<file path="config.mk">
export PLATFORM = sky130hd
export DESIGN_NAME = routing_table_update_lookup_unit
export DESIGN_NICKNAME = d
export VERILOG_FILES = /design/src/hdl/rtlu_pkg.sv /design/src/hdl/rtlu_table.sv /design/src/hdl/rtlu_ctrl.sv /design/src/hdl/routing_table_update_lookup_unit.sv
export SDC_FILE = /design/constraint.sdc
export NUM_CORES = 2
export LEC_CHECK = 0
export ABC_AREA = 1
export BUFFER_PORTS_ARGS = -buffer_cell sky130_fd_sc_hd__clkbuf_2
export CAP_MARGIN = 20
export CORE_ASPECT_RATIO = 0.9
export CORE_MARGIN = 10
export CORE_UTILIZATION = 35
export CTS_CLUSTER_SIZE = 25
export DETAILED_ROUTE_END_ITERATION = 10
export GPL_ROUTABILITY_DRIVEN = 0
export PLACE_DENSITY_LB_ADDON = 0.1
export SLEW_MARGIN = 10
export SYNTH_ARGS = -nofsm -noshare
export SYNTH_HDL_FRONTEND = slang
export SYNTH_HIERARCHICAL = 1
export SYNTH_SLANG_ARGS = --single-unit
</file>
<file path="constraint.sdc">
create_clock -name clk -period 5.05 [get_ports clk]
set_clock_uncertainty 0.2 [all_clocks]
set_input_delay 0.7575 -clock clk [delete_from_list [all_inputs] [get_ports clk]]
set_output_delay 0.7575 -clock clk [all_outputs]
set_load 0.02 [all_outputs]
</file>
<file path="src/hdl/rtlu_pkg.sv">
package rtlu_pkg;

    localparam int ADDR_W = 8;
    localparam int COST_W = 8;
    localparam int SLOT_W = 6;
    localparam int STATUS_W = 3;
    localparam int NOW_W = 32;

    // command codes
    localparam logic CMD_UPDATE = 1'b0;
    localparam logic CMD_LOOKUP = 1'b1;

    // configuration register indexes
    localparam logic CFG_OWN_ADDRESS = 1'b0;
    localparam logic CFG_INFINITE_COST = 1'b1;

    // result status codes
    localparam logic [STATUS_W-1:0] ST_NEW = 3'd0;
    localparam logic [STATUS_W-1:0] ST_UPDATED = 3'd1;
    localparam logic [STATUS_W-1:0] ST_INVALIDATED = 3'd2;
    localparam logic [STATUS_W-1:0] ST_UNCHANGED = 3'd3;
    localparam logic [STATUS_W-1:0] ST_SELF = 3'd4;
    localparam logic [STATUS_W-1:0] ST_FULL = 3'd5;
    localparam logic [STATUS_W-1:0] ST_FOUND = 3'd6;
    localparam logic [STATUS_W-1:0] ST_NOT_FOUND = 3'd7;

    // one route as held in the route memory
    typedef struct packed {
        logic [ADDR_W-1:0] dst;
        logic [ADDR_W-1:0] hop;
        logic [COST_W-1:0] cost;
    } route_t;

    // controller to table strobes
    typedef struct packed {
        logic rd_en;
        logic wr_en;
        logic wr_valid;
        logic wr_time;
    } tbl_ctl_t;

endpackage

</file>
<file path="src/hdl/rtlu_table.sv">
module rtlu_table #(
    parameter int TABLE_ENTRIES = 64,
    parameter int TIME_BITS = 32,
    localparam int IDX_W = $clog2(TABLE_ENTRIES)
) (
    input  logic                   clk,
    input  logic                   rst_n,
    input  rtlu_pkg::tbl_ctl_t     ctl,
    input  logic [IDX_W-1:0]       addr,
    input  rtlu_pkg::route_t       wr_route,
    input  logic [TIME_BITS-1:0]   wr_time,
    output rtlu_pkg::route_t       rd_route,
    output logic                   rd_valid
);

    logic [TABLE_ENTRIES-1:0] valid_reg;
    logic                     rd_valid_reg;
    rtlu_pkg::route_t         rd_route_reg;
    rtlu_pkg::route_t         route_mem [TABLE_ENTRIES];
    logic [TIME_BITS-1:0]     time_mem [TABLE_ENTRIES];

    // valid bits in flops: cleared at once by reset
    always_ff @(posedge clk or negedge rst_n)
    begin
        if (!rst_n)
        begin
            valid_reg <= '0;
            rd_valid_reg <= 1'b0;
        end
        else
        begin
            if (ctl.wr_en)
            begin
                valid_reg[addr] <= ctl.wr_valid;
            end
            if (ctl.rd_en)
            begin
                rd_valid_reg <= valid_reg[addr];
            end
        end
    end

    always_ff @(posedge clk)
    begin
        if (ctl.wr_en)
        begin
            route_mem[addr] <= wr_route;
        end
        if (ctl.rd_en)
        begin
            rd_route_reg <= route_mem[addr];
        end
    end

    // timestamps: kept on invalidation, so separate enable
    always_ff @(posedge clk)
    begin
        if (ctl.wr_en && ctl.wr_time)
        begin
            time_mem[addr] <= wr_time;
        end
    end

    assign rd_route = rd_route_reg;
    assign rd_valid = rd_valid_reg;

endmodule

</file>
<file path="src/hdl/rtlu_ctrl.sv">
module rtlu_ctrl #(
    parameter int TABLE_ENTRIES = 64,
    parameter int TIME_BITS = 32,
    localparam int IDX_W = $clog2(TABLE_ENTRIES)
) (
    input  logic                                clk,
    input  logic                                rst_n,
    input  logic                                in_valid,
    output logic                                in_stall,
    input  logic                                command,
    input  logic [rtlu_pkg::ADDR_W-1:0]         destination,
    input  logic [rtlu_pkg::ADDR_W-1:0]         via_hop,
    input  logic [rtlu_pkg::COST_W-1:0]         path_cost,
    input  logic [rtlu_pkg::NOW_W-1:0]          now_time,
    input  logic [rtlu_pkg::ADDR_W-1:0]         own_address,
    input  logic [rtlu_pkg::COST_W-1:0]         infinite_cost,
    output logic                                out_valid,
    input  logic                                out_stall,
    output logic [rtlu_pkg::STATUS_W-1:0]       status,
    output logic [rtlu_pkg::SLOT_W-1:0]         slot,
    output logic [rtlu_pkg::ADDR_W-1:0]         route_next_hop,
    output logic [rtlu_pkg::COST_W-1:0]         route_cost,
    output rtlu_pkg::tbl_ctl_t                  tbl_ctl,
    output logic [IDX_W-1:0]                    tbl_addr,
    output rtlu_pkg::route_t                    tbl_wr_route,
    output logic [TIME_BITS-1:0]                tbl_wr_time,
    input  rtlu_pkg::route_t                    tbl_rd_route,
    input  logic                                tbl_rd_valid
);

    localparam logic [IDX_W-1:0] LAST_IDX = IDX_W'(TABLE_ENTRIES - 1);

    typedef enum logic [1:0] {S_IDLE, S_SCAN, S_DECIDE} state_t;

    state_t                          state_reg;
    logic                            issuing_reg;
    logic [IDX_W-1:0]                issue_idx_reg;
    logic                            pend_reg;
    logic [IDX_W-1:0]                pend_idx_reg;
    logic                            cmd_reg;
    logic [rtlu_pkg::ADDR_W-1:0]     dst_reg;
    logic [rtlu_pkg::ADDR_W-1:0]     hop_reg;
    logic [rtlu_pkg::COST_W-1:0]     cost_reg;
    logic [TIME_BITS-1:0]            now_reg;
    logic                            m_found_reg;
    logic [IDX_W-1:0]                m_idx_reg;
    logic [rtlu_pkg::ADDR_W-1:0]     m_hop_reg;
    logic [rtlu_pkg::COST_W-1:0]     m_cost_reg;
    logic                            f_found_reg;
    logic [IDX_W-1:0]                f_idx_reg;
    logic                            out_valid_reg;
    logic [rtlu_pkg::STATUS_W-1:0]   status_reg;
    logic [rtlu_pkg::SLOT_W-1:0]     slot_reg;
    logic [rtlu_pkg::ADDR_W-1:0]     res_hop_reg;
    logic [rtlu_pkg::COST_W-1:0]     res_cost_reg;

    logic [TIME_BITS+rtlu_pkg::NOW_W-1:0] now_ext;
    logic                                 accept;
    logic                                 hit;
    logic                                 empty;
    logic                                 fire;

    logic                            d_write;
    logic                            d_valid;
    logic                            d_time;
    logic                            d_has;
    logic [IDX_W-1:0]                d_idx;
    rtlu_pkg::route_t                d_route;
    logic [rtlu_pkg::STATUS_W-1:0]   d_status;
    logic [rtlu_pkg::ADDR_W-1:0]     d_hop;
    logic [rtlu_pkg::COST_W-1:0]     d_cost;
    logic [IDX_W+rtlu_pkg::SLOT_W-1:0] d_slot_ext;

    assign now_ext = {{TIME_BITS{1'b0}}, now_time};
    assign accept = in_valid && (state_reg == S_IDLE);
    assign in_stall = (state_reg != S_IDLE);

    // read data belongs to pend_idx_reg
    assign hit = pend_reg && tbl_rd_valid && (tbl_rd_route.dst == dst_reg);
    assign empty = pend_reg && !tbl_rd_valid;

    assign fire = !out_valid_reg || !out_stall;

    always_comb
    begin
        d_write = 1'b0;
        d_valid = 1'b1;
        d_time = 1'b0;
        d_has = m_found_reg;
        d_idx = m_idx_reg;
        d_route = '{dst: dst_reg, hop: hop_reg, cost: cost_reg};
        d_status = rtlu_pkg::ST_UNCHANGED;
        d_hop = m_hop_reg;
        d_cost = m_cost_reg;
        if (cmd_reg == rtlu_pkg::CMD_LOOKUP)
        begin
            d_status = m_found_reg ? rtlu_pkg::ST_FOUND : rtlu_pkg::ST_NOT_FOUND;
        end
        else if (dst_reg == own_address)
        begin
            if (m_found_reg || f_found_reg)
            begin
                d_has = 1'b1;
                d_idx = m_found_reg ? m_idx_reg : f_idx_reg;
                d_write = 1'b1;
                d_time = 1'b1;
                d_route = '{dst: own_address, hop: own_address, cost: '0};
                d_status = rtlu_pkg::ST_SELF;
                d_hop = own_address;
                d_cost = '0;
            end
            else
            begin
                d_status = rtlu_pkg::ST_FULL;
            end
        end
        else if (!m_found_reg)
        begin
            if (f_found_reg)
            begin
                d_has = 1'b1;
                d_idx = f_idx_reg;
                d_write = 1'b1;
                d_time = 1'b1;
                d_status = rtlu_pkg::ST_NEW;
                d_hop = hop_reg;
                d_cost = cost_reg;
            end
            else
            begin
                d_status = rtlu_pkg::ST_FULL;
            end
        end
        else if ((m_hop_reg != hop_reg) || (m_cost_reg != cost_reg))
        begin
            d_write = 1'b1;
            if (cost_reg >= infinite_cost)
            begin
                // drop the route, keep hop and timestamp
                d_valid = 1'b0;
                d_route = '{dst: dst_reg, hop: m_hop_reg, cost: infinite_cost};
                d_status = rtlu_pkg::ST_INVALIDATED;
                d_cost = infinite_cost;
            end
            else
            begin
                d_time = 1'b1;
                d_status = rtlu_pkg::ST_UPDATED;
                d_hop = hop_reg;
                d_cost = cost_reg;
            end
        end
    end

    assign d_slot_ext = {{rtlu_pkg::SLOT_W{1'b0}}, d_idx};

    assign tbl_ctl.rd_en = (state_reg == S_SCAN) && issuing_reg;
    assign tbl_ctl.wr_en = (state_reg == S_DECIDE) && fire && d_write;
    assign tbl_ctl.wr_valid = d_valid;
    assign tbl_ctl.wr_time = d_time;
    assign tbl_addr = (state_reg == S_DECIDE) ? d_idx : issue_idx_reg;
    assign tbl_wr_route = d_route;
    assign tbl_wr_time = now_reg;

    always_ff @(posedge clk or negedge rst_n)
    begin
        if (!rst_n)
        begin
            state_reg <= S_IDLE;
            issuing_reg <= 1'b0;
            issue_idx_reg <= '0;
            pend_reg <= 1'b0;
            pend_idx_reg <= '0;
            cmd_reg <= rtlu_pkg::CMD_UPDATE;
            dst_reg <= '0;
            hop_reg <= '0;
            cost_reg <= '0;
            now_reg <= '0;
            m_found_reg <= 1'b0;
            m_idx_reg <= '0;
            m_hop_reg <= '0;
            m_cost_reg <= '0;
            f_found_reg <= 1'b0;
            f_idx_reg <= '0;
            out_valid_reg <= 1'b0;
            status_reg <= '0;
            slot_reg <= '0;
            res_hop_reg <= '0;
            res_cost_reg <= '0;
        end
        else
        begin
            // new result wins over the hand-off of the old one
            if ((state_reg == S_DECIDE) && fire)
            begin
                out_valid_reg <= 1'b1;
            end
            else if (out_valid_reg && !out_stall)
            begin
                out_valid_reg <= 1'b0;
            end
            unique case (state_reg)
                S_IDLE:
                begin
                    if (accept)
                    begin
                        cmd_reg <= command;
                        dst_reg <= destination;
                        hop_reg <= via_hop;
                        cost_reg <= path_cost;
                        now_reg <= now_ext[TIME_BITS-1:0];
                        issuing_reg <= 1'b1;
                        issue_idx_reg <= '0;
                        pend_reg <= 1'b0;
                        m_found_reg <= 1'b0;
                        f_found_reg <= 1'b0;
                        state_reg <= S_SCAN;
                    end
                end
                S_SCAN:
                begin
                    pend_reg <= issuing_reg;
                    pend_idx_reg <= issue_idx_reg;
                    if (issuing_reg)
                    begin
                        if (issue_idx_reg == LAST_IDX)
                        begin
                            issuing_reg <= 1'b0;
                        end
                        else
                        begin
                            issue_idx_reg <= issue_idx_reg + 1'b1;
                        end
                    end
                    // first valid match and first free slot
                    if (hit && !m_found_reg)
                    begin
                        m_found_reg <= 1'b1;
                        m_idx_reg <= pend_idx_reg;
                        m_hop_reg <= tbl_rd_route.hop;
                        m_cost_reg <= tbl_rd_route.cost;
                    end
                    if (empty && !f_found_reg)
                    begin
                        f_found_reg <= 1'b1;
                        f_idx_reg <= pend_idx_reg;
                    end
                    if (pend_reg && (pend_idx_reg == LAST_IDX))
                    begin
                        state_reg <= S_DECIDE;
                    end
                end
                S_DECIDE:
                begin
                    if (fire)
                    begin
                        status_reg <= d_status;
                        slot_reg <= d_has ? d_slot_ext[rtlu_pkg::SLOT_W-1:0] : '0;
                        res_hop_reg <= d_has ? d_hop : '0;
                        res_cost_reg <= d_has ? d_cost : '0;
                        state_reg <= S_IDLE;
                    end
                end
                default:
                begin
                    state_reg <= S_IDLE;
                end
            endcase
        end
    end

    assign out_valid = out_valid_reg;
    assign status = status_reg;
    assign slot = slot_reg;
    assign route_next_hop = res_hop_reg;
    assign route_cost = res_cost_reg;

endmodule

</file>
<file path="src/hdl/routing_table_update_lookup_unit.sv">
// A transaction is latched, scanned against every table entry and then decided; its result
// is registered as it is decided. The next transaction is taken only after that, a pace set
// by the full-table scan through the single read port of the route memory, one entry per cycle.
// A finished result waits in the output register while the next transaction is taken.
// Reset (rst_n, async, active low): all routes invalid at once, own_address 0,
// infinite_cost 16; no clearing pass, the block is ready right after reset.
module routing_table_update_lookup_unit #(
    parameter int TABLE_ENTRIES = 64,
    parameter int TIME_BITS = 32
) (
    input  logic                              clk,
    input  logic                              rst_n,
    // configuration write port
    input  logic                              cfg_we,
    input  logic                              cfg_index,
    input  logic [rtlu_pkg::ADDR_W-1:0]       cfg_data,
    // input transactions
    input  logic                              in_valid,
    output logic                              in_stall,
    input  logic                              command,
    input  logic [rtlu_pkg::ADDR_W-1:0]       destination,
    input  logic [rtlu_pkg::ADDR_W-1:0]       via_hop,
    input  logic [rtlu_pkg::COST_W-1:0]       path_cost,
    input  logic [rtlu_pkg::NOW_W-1:0]        now_time,
    // result transactions
    output logic                              out_valid,
    input  logic                              out_stall,
    output logic [rtlu_pkg::STATUS_W-1:0]     status,
    output logic [rtlu_pkg::SLOT_W-1:0]       slot,
    output logic [rtlu_pkg::ADDR_W-1:0]       route_next_hop,
    output logic [rtlu_pkg::COST_W-1:0]       route_cost
);

    localparam int IDX_W = $clog2(TABLE_ENTRIES);

    logic [rtlu_pkg::ADDR_W-1:0] own_address_reg;
    logic [rtlu_pkg::COST_W-1:0] infinite_cost_reg;

    rtlu_pkg::tbl_ctl_t   tbl_ctl;
    logic [IDX_W-1:0]     tbl_addr;
    rtlu_pkg::route_t     tbl_wr_route;
    logic [TIME_BITS-1:0] tbl_wr_time;
    rtlu_pkg::route_t     tbl_rd_route;
    logic                 tbl_rd_valid;

    // Configuration registers. Write only while no transaction is in flight; the block does not enforce it.
    always_ff @(posedge clk or negedge rst_n)
    begin
        if (!rst_n)
        begin
            own_address_reg <= '0;
            infinite_cost_reg <= 8'd16;
        end
        else if (cfg_we)
        begin
            unique case (cfg_index)
                rtlu_pkg::CFG_OWN_ADDRESS:   own_address_reg <= cfg_data;
                rtlu_pkg::CFG_INFINITE_COST: infinite_cost_reg <= cfg_data;
                default:                     own_address_reg <= own_address_reg;
            endcase
        end
    end

    // Controller: latches the transaction, streams every slot out of the table,
    // keeps the first valid match and the first free slot, then decides and
    // does at most one write-back in the same cycle the result is registered.
    // Scan and write-back never overlap, so no forwarding is needed.
    rtlu_ctrl #(
        .TABLE_ENTRIES (TABLE_ENTRIES),
        .TIME_BITS     (TIME_BITS)
    ) u_ctrl (
        .clk            (clk),
        .rst_n          (rst_n),
        .in_valid       (in_valid),
        .in_stall       (in_stall),
        .command        (command),
        .destination    (destination),
        .via_hop        (via_hop),
        .path_cost      (path_cost),
        .now_time       (now_time),
        .own_address    (own_address_reg),
        .infinite_cost  (infinite_cost_reg),
        .out_valid      (out_valid),
        .out_stall      (out_stall),
        .status         (status),
        .slot           (slot),
        .route_next_hop (route_next_hop),
        .route_cost     (route_cost),
        .tbl_ctl        (tbl_ctl),
        .tbl_addr       (tbl_addr),
        .tbl_wr_route   (tbl_wr_route),
        .tbl_wr_time    (tbl_wr_time),
        .tbl_rd_route   (tbl_rd_route),
        .tbl_rd_valid   (tbl_rd_valid)
    );

    // Route table: synchronous route and timestamp memories plus valid flops.
    rtlu_table #(
        .TABLE_ENTRIES (TABLE_ENTRIES),
        .TIME_BITS     (TIME_BITS)
    ) u_table (
        .clk      (clk),
        .rst_n    (rst_n),
        .ctl      (tbl_ctl),
        .addr     (tbl_addr),
        .wr_route (tbl_wr_route),
        .wr_time  (tbl_wr_time),
        .rd_route (tbl_rd_route),
        .rd_valid (tbl_rd_valid)
    );

endmodule

</file>
* Yosys cells after proc, flatten, opt, wreduce, memory -nomap -nowiden
Memory sizes are Yosys's and may differ from the RTL's. A register that Yosys moved wholly into a read port is not among the register bits.
Cells that the tools add are included.
** Cells by class
- Reduce and logical (&&, ||, !) cells :: 35
- Magnitude comparators :: 3
- $add $sub $neg :: 1
- Muxes and demuxes :: 80
- Eq/ne operators :: 15
- Bitwise logic cells :: 1
** Operators with widths (count)
- $mux W8 :: 16
- $mux W24 :: 3
- $mux W6 :: 11
- $bwmux W64 :: 1
- $mux W16 :: 3
- $mux W1 :: 29
- $eq A8 B8 Y1 :: 2
- $ne A8 B8 Y1 :: 2
- $mux W3 :: 5
- $reduce_and A2 Y1 :: 7
- $eq A6 B6 Y1 const B :: 2
- $logic_and A1 B1 Y1 :: 12
- $pmux W6 S2 :: 1
- $reduce_and A3 Y1 :: 3
- $ge A8 B8 Y1 :: 1
- $mux W2 :: 4
- $ne A2 B2 Y1 const B :: 4
- $pmux W1 S2 :: 4
- $lt A6 B7 Y1 const B :: 1
- $add A6 B1 Y6 const B :: 1
- $bmux W1 S6 :: 1
- $demux W1 S6 :: 1
- $ge A6 B1 Y1 const B :: 1
- $ne A2 B1 Y1 const B :: 3
- 9 further kinds :: 17
** Word-level totals
- Input bits :: 71
- Memories kept :: 1
- Register bits :: 178
- Logic and storage cells :: 160
- Output and inout port bits :: 27
- RAM bits :: 1536
** Memories
- u_table.route_mem :: words 64, width 24, rd ports 1, clocked after memory_dff 1, wr ports 1, RTL line rtlu_table.sv:19 : rtlu_pkg::route_t route_mem [TABLE_ENTRIES];

* Depth between registers and ports, before layout
- Depth in word-level cells :: 10
- Gate-level depth with buffers :: 20
- Depth with buffers taken out :: 18

* Cells and area by module
Netlist, hierarchy kept.
** Modules (own cells, without submodules)
- rtlu_table :: cells an instance 5604, sequential area each 48471.5 um2, times used 1, area an instance 65175.0 um2
- rtlu_ctrl :: cells an instance 1000, sequential area each 3228.1 um2, times used 1, area an instance 7195.7 um2
- routing_table_update_lookup_unit :: cells an instance 70, sequential area each 401.6 um2, times used 1, area an instance 664.4 um2

* Worst setup path before layout
No wires, ideal clock.
- Path kind :: register to register
- Start point :: register infinite_cost_reg[4] (netlist name)
- End point :: memory u_table/route_mem[0][15] (netlist name), data pin
- Slack :: 0.905 ns
- Data arrival time :: 3.396 ns
- Stages on the path, launching flop included :: 11
- Required time :: 4.301 ns
- Clock period less this slack :: 4.145 ns
- Cell sequence :: dfstp_2 -> inv_1 -> ha_1 -> a21oi_1 -> nor2_1 -> nor2_1 -> clkbuf_1 -> nand3_1 -> a21oi_1 -> o21ai_0 -> a21oi_1
** RTL lines
- start: declaration :: RTL line routing_table_update_lookup_unit.sv:37 : logic [rtlu_pkg::COST_W-1:0] infinite_cost_reg;
- start signal: assignment :: RTL line routing_table_update_lookup_unit.sv:58 : rtlu_pkg::CFG_INFINITE_COST: infinite_cost_reg <= cfg_data;
- end: declaration :: RTL line rtlu_table.sv:19

* Worst setup path after layout
- Start point :: register u_ctrl.cmd_reg
- End point :: register u_table/rd_route[14] (netlist name)
** On the way
- Word-level cells in the longest chain between the ends :: 2
** RTL lines
- start: declaration :: RTL line rtlu_ctrl.sv:40 : logic cmd_reg;
- start signal: assignment :: RTL line rtlu_ctrl.sv:174 : cmd_reg <= rtlu_pkg::CMD_UPDATE;
- start signal: assignment :: RTL line rtlu_ctrl.sv:207 : cmd_reg <= command;
- $mux W6 :: RTL line rtlu_ctrl.sv:95 : if (cmd_reg == rtlu_pkg::CMD_LOOKUP)
- $mux W6 :: RTL line rtlu_ctrl.sv:161 : assign tbl_addr = (state_reg == S_DECIDE) ? d_idx : issue_idx_reg;
- via tbl_addr[1] :: RTL line routing_table_update_lookup_unit.sv:40 : logic [IDX_W-1:0] tbl_addr;
The timed path passes the listed nets, and every way through them passes these cells.
A chain may end at the register's enable or synchronous reset.

==> reports/metrics.csv <==
metric,value,unit
post-synthesis instance total,6539,
DRC viols,0,
Setup CP Type,reg2reg,
Tmin final,4.75,ns
full die area,224000,um2
first drt pass iteration count,5,
die height,450,um
arrival time worst endpoint,5.13,ns
Synthesis Warnings,6,
synthesized area,71800,um2
DR iter-0 viols,4541,
clock root buffer,clkbuf_16,
Hold Crit Start,via_hop[5],
Critical Path Max Stage Delay,0.71,ns
total nets after synthesis,6619,
CP endpoint kind,flop,
critical-path cell list,"inv_1, nand2_1, mux2_2, nand2_1, o21ai_4, inv_8, buf_4, nor3_4, buf_12, buf_4, nand2_1, nand2_1, nor2_1, nand2_1, nand2_1, nand2_1, nor2_1, buf_4, nand3_1",
register-to-register setup slack,0.30,ns
row count,157,
max FFs per register,1536,
total wire length,238000,um
RR Startpoint,u_ctrl/cmd_reg$_DFFE_PN0P_,
post-DR wirelength/cell,24.8,um
# IOs,98,
gr ovfl total,0,
Hold Path Depth,3,
vias in the first global route,45500,
maximum VDD drop,0.319,mV
f_max,210,MHz
Setup Slack @ Placement,0.275,ns
GR Util met1,31.0,%
Core Area,204000,um2
DRT antenna net count,0,
run status,completed,
post-CTS resize count,0,
# Post-CTS Setup Buffers,0,
largest net degree at the start of global routing,94,
floorplan die width,498,um
Mapped Avg Cell Area,11.0,um2
area grow syn2layout,16.0,%
total CTS buffers,187,
port bufs,65,
worst hold path endpoint,u_ctrl/hop_reg[5]$_DFFE_PN0P_,
CTS tree,built,
most frequent CP cell,nand2_1,
R2R Path End,u_table/rd_route[14]$_DFFE_PP_,
vias per inst,5.03,
initial antenna violation count,13,
dpl cells,9225,
Initial Util,35.3,%
GR peak layer,met2,
Slew Limit Fails,0,
Worst Path Max Fanout,53,
GR Util met3,3.11,%
clock sink total,1738,
Final WS setup,0.296,ns
Leakage,29.1,nW
GRT Util Overall,20.7,%
Startpoint Class,flop,
met2 Use GR,32.0,%
fin crit share,94.1,%
Post-DP HPWL,137000,um
RSZ-0062 raised after global routing,no,
"Cell Count, Final, Fillers Out",9613,
worst min path class,in2reg,
max-cap violations,0,
R2R depth,19,
critical path required time,5.43,ns
CP max stage cell,dfrtp_1,
CTS Buffer Depth,3,
setup TNS,0,ns
H-Tree Depth,4,
most frequent cells in the layout,"2820 x nand2_1, 1560 x edfxtp_1, 305 x a21oi_1",
"CTS clk-pin slew, worst paths",0.07,ns
Clock Latency Late Sink,0.82,ns
first-pass GRT wire length,341000,um
Nets,6824,
"commonest non-fill, non-tap cell in the layout",nand2_1,
total number of vias,48400,
# hold bufs at CTS,33,
layout cells sized above 1,10.5,%
max_slew headroom,20.8,%
final hold viol count,0,
final core utilization,40.9,%
Pwr per Cell Area,346,nW/um2
Worst Max-Slew Pin Slew,1.19,ns
post-layout power,0.0288,W
final setup fails,0,
==> area by class of cell <==
cell class / instances / area (um2)
fill: 19400 / 120000
sequential: 1738 / 51300
multi-input combinational: 4232 / 18500
clock buffer: 259 / 5080
timing repair buffer: 343 / 3420
tap: 2703 / 3380
inverter: 242 / 937
clock inverter: 84 / 697
antenna: 12 / 30.0
==> worst max-delay path by stage <==
| stage | startpoint | endpoint | slack, ns | cells past startpoint |
|---|---|---|---|---|
| floorplan | infinite_cost_reg[4]$_DFFE_PN1P_ | u_table/route_mem[0][15]$_DFFE_PP_ | 0.91 | 10 |
| CTS | u_ctrl/cmd_reg$_DFFE_PN0P_ | u_table/rd_route[14]$_DFFE_PP_ | 0.25 | 19 |
| detailed placement | u_ctrl/cmd_reg$_DFFE_PN0P_ | u_table/rd_route[14]$_DFFE_PP_ | 0.27 | 19 |
| global placement | u_ctrl/cmd_reg$_DFFE_PN0P_ | u_table/rd_route[14]$_DFFE_PP_ | 0.27 | 19 |
| finish | u_ctrl/cmd_reg$_DFFE_PN0P_ | u_table/rd_route[14]$_DFFE_PP_ | 0.30 | 19 |
| global route | u_ctrl/cmd_reg$_DFFE_PN0P_ | u_table/rd_route[14]$_DFFE_PP_ | 0.13 | 19 |
==> worst max-delay path, delay by kind of cell (launching register included) <==
family	cells	cell delay [ns]
simple gates	11	1.52
buf+inv	6	1.40
compound gates	1	0.21
mux	1	0.39
flops	1	0.71
==> where the power goes <==
part           switching [W]  total, W  internal, W  leakage [nW]
combinational       0.000122  0.000200    0.0000784          13.6
sequential         0.0000205    0.0155       0.0155          12.7
clock                0.00576    0.0131      0.00739          2.80
total                0.00590    0.0288       0.0229          29.1
==> through the flow <==
stage	hold slack [ns]	area (um2)
floorplan	0.242	71800
global placement	0.260	77200
detailed placement	0.268	77200
CTS	0.00958	83300
global route	0.0280	83300
finish	0.0627	83400
==> per-layer routing <==
metal	vias up	wire (um)
met2	1342	106000
met5	-	13
met4	2	3800
met1	24300	114000
li1	22500	-
met3	226	13900
No activity file was read; power rests on OpenSTA's default activity.
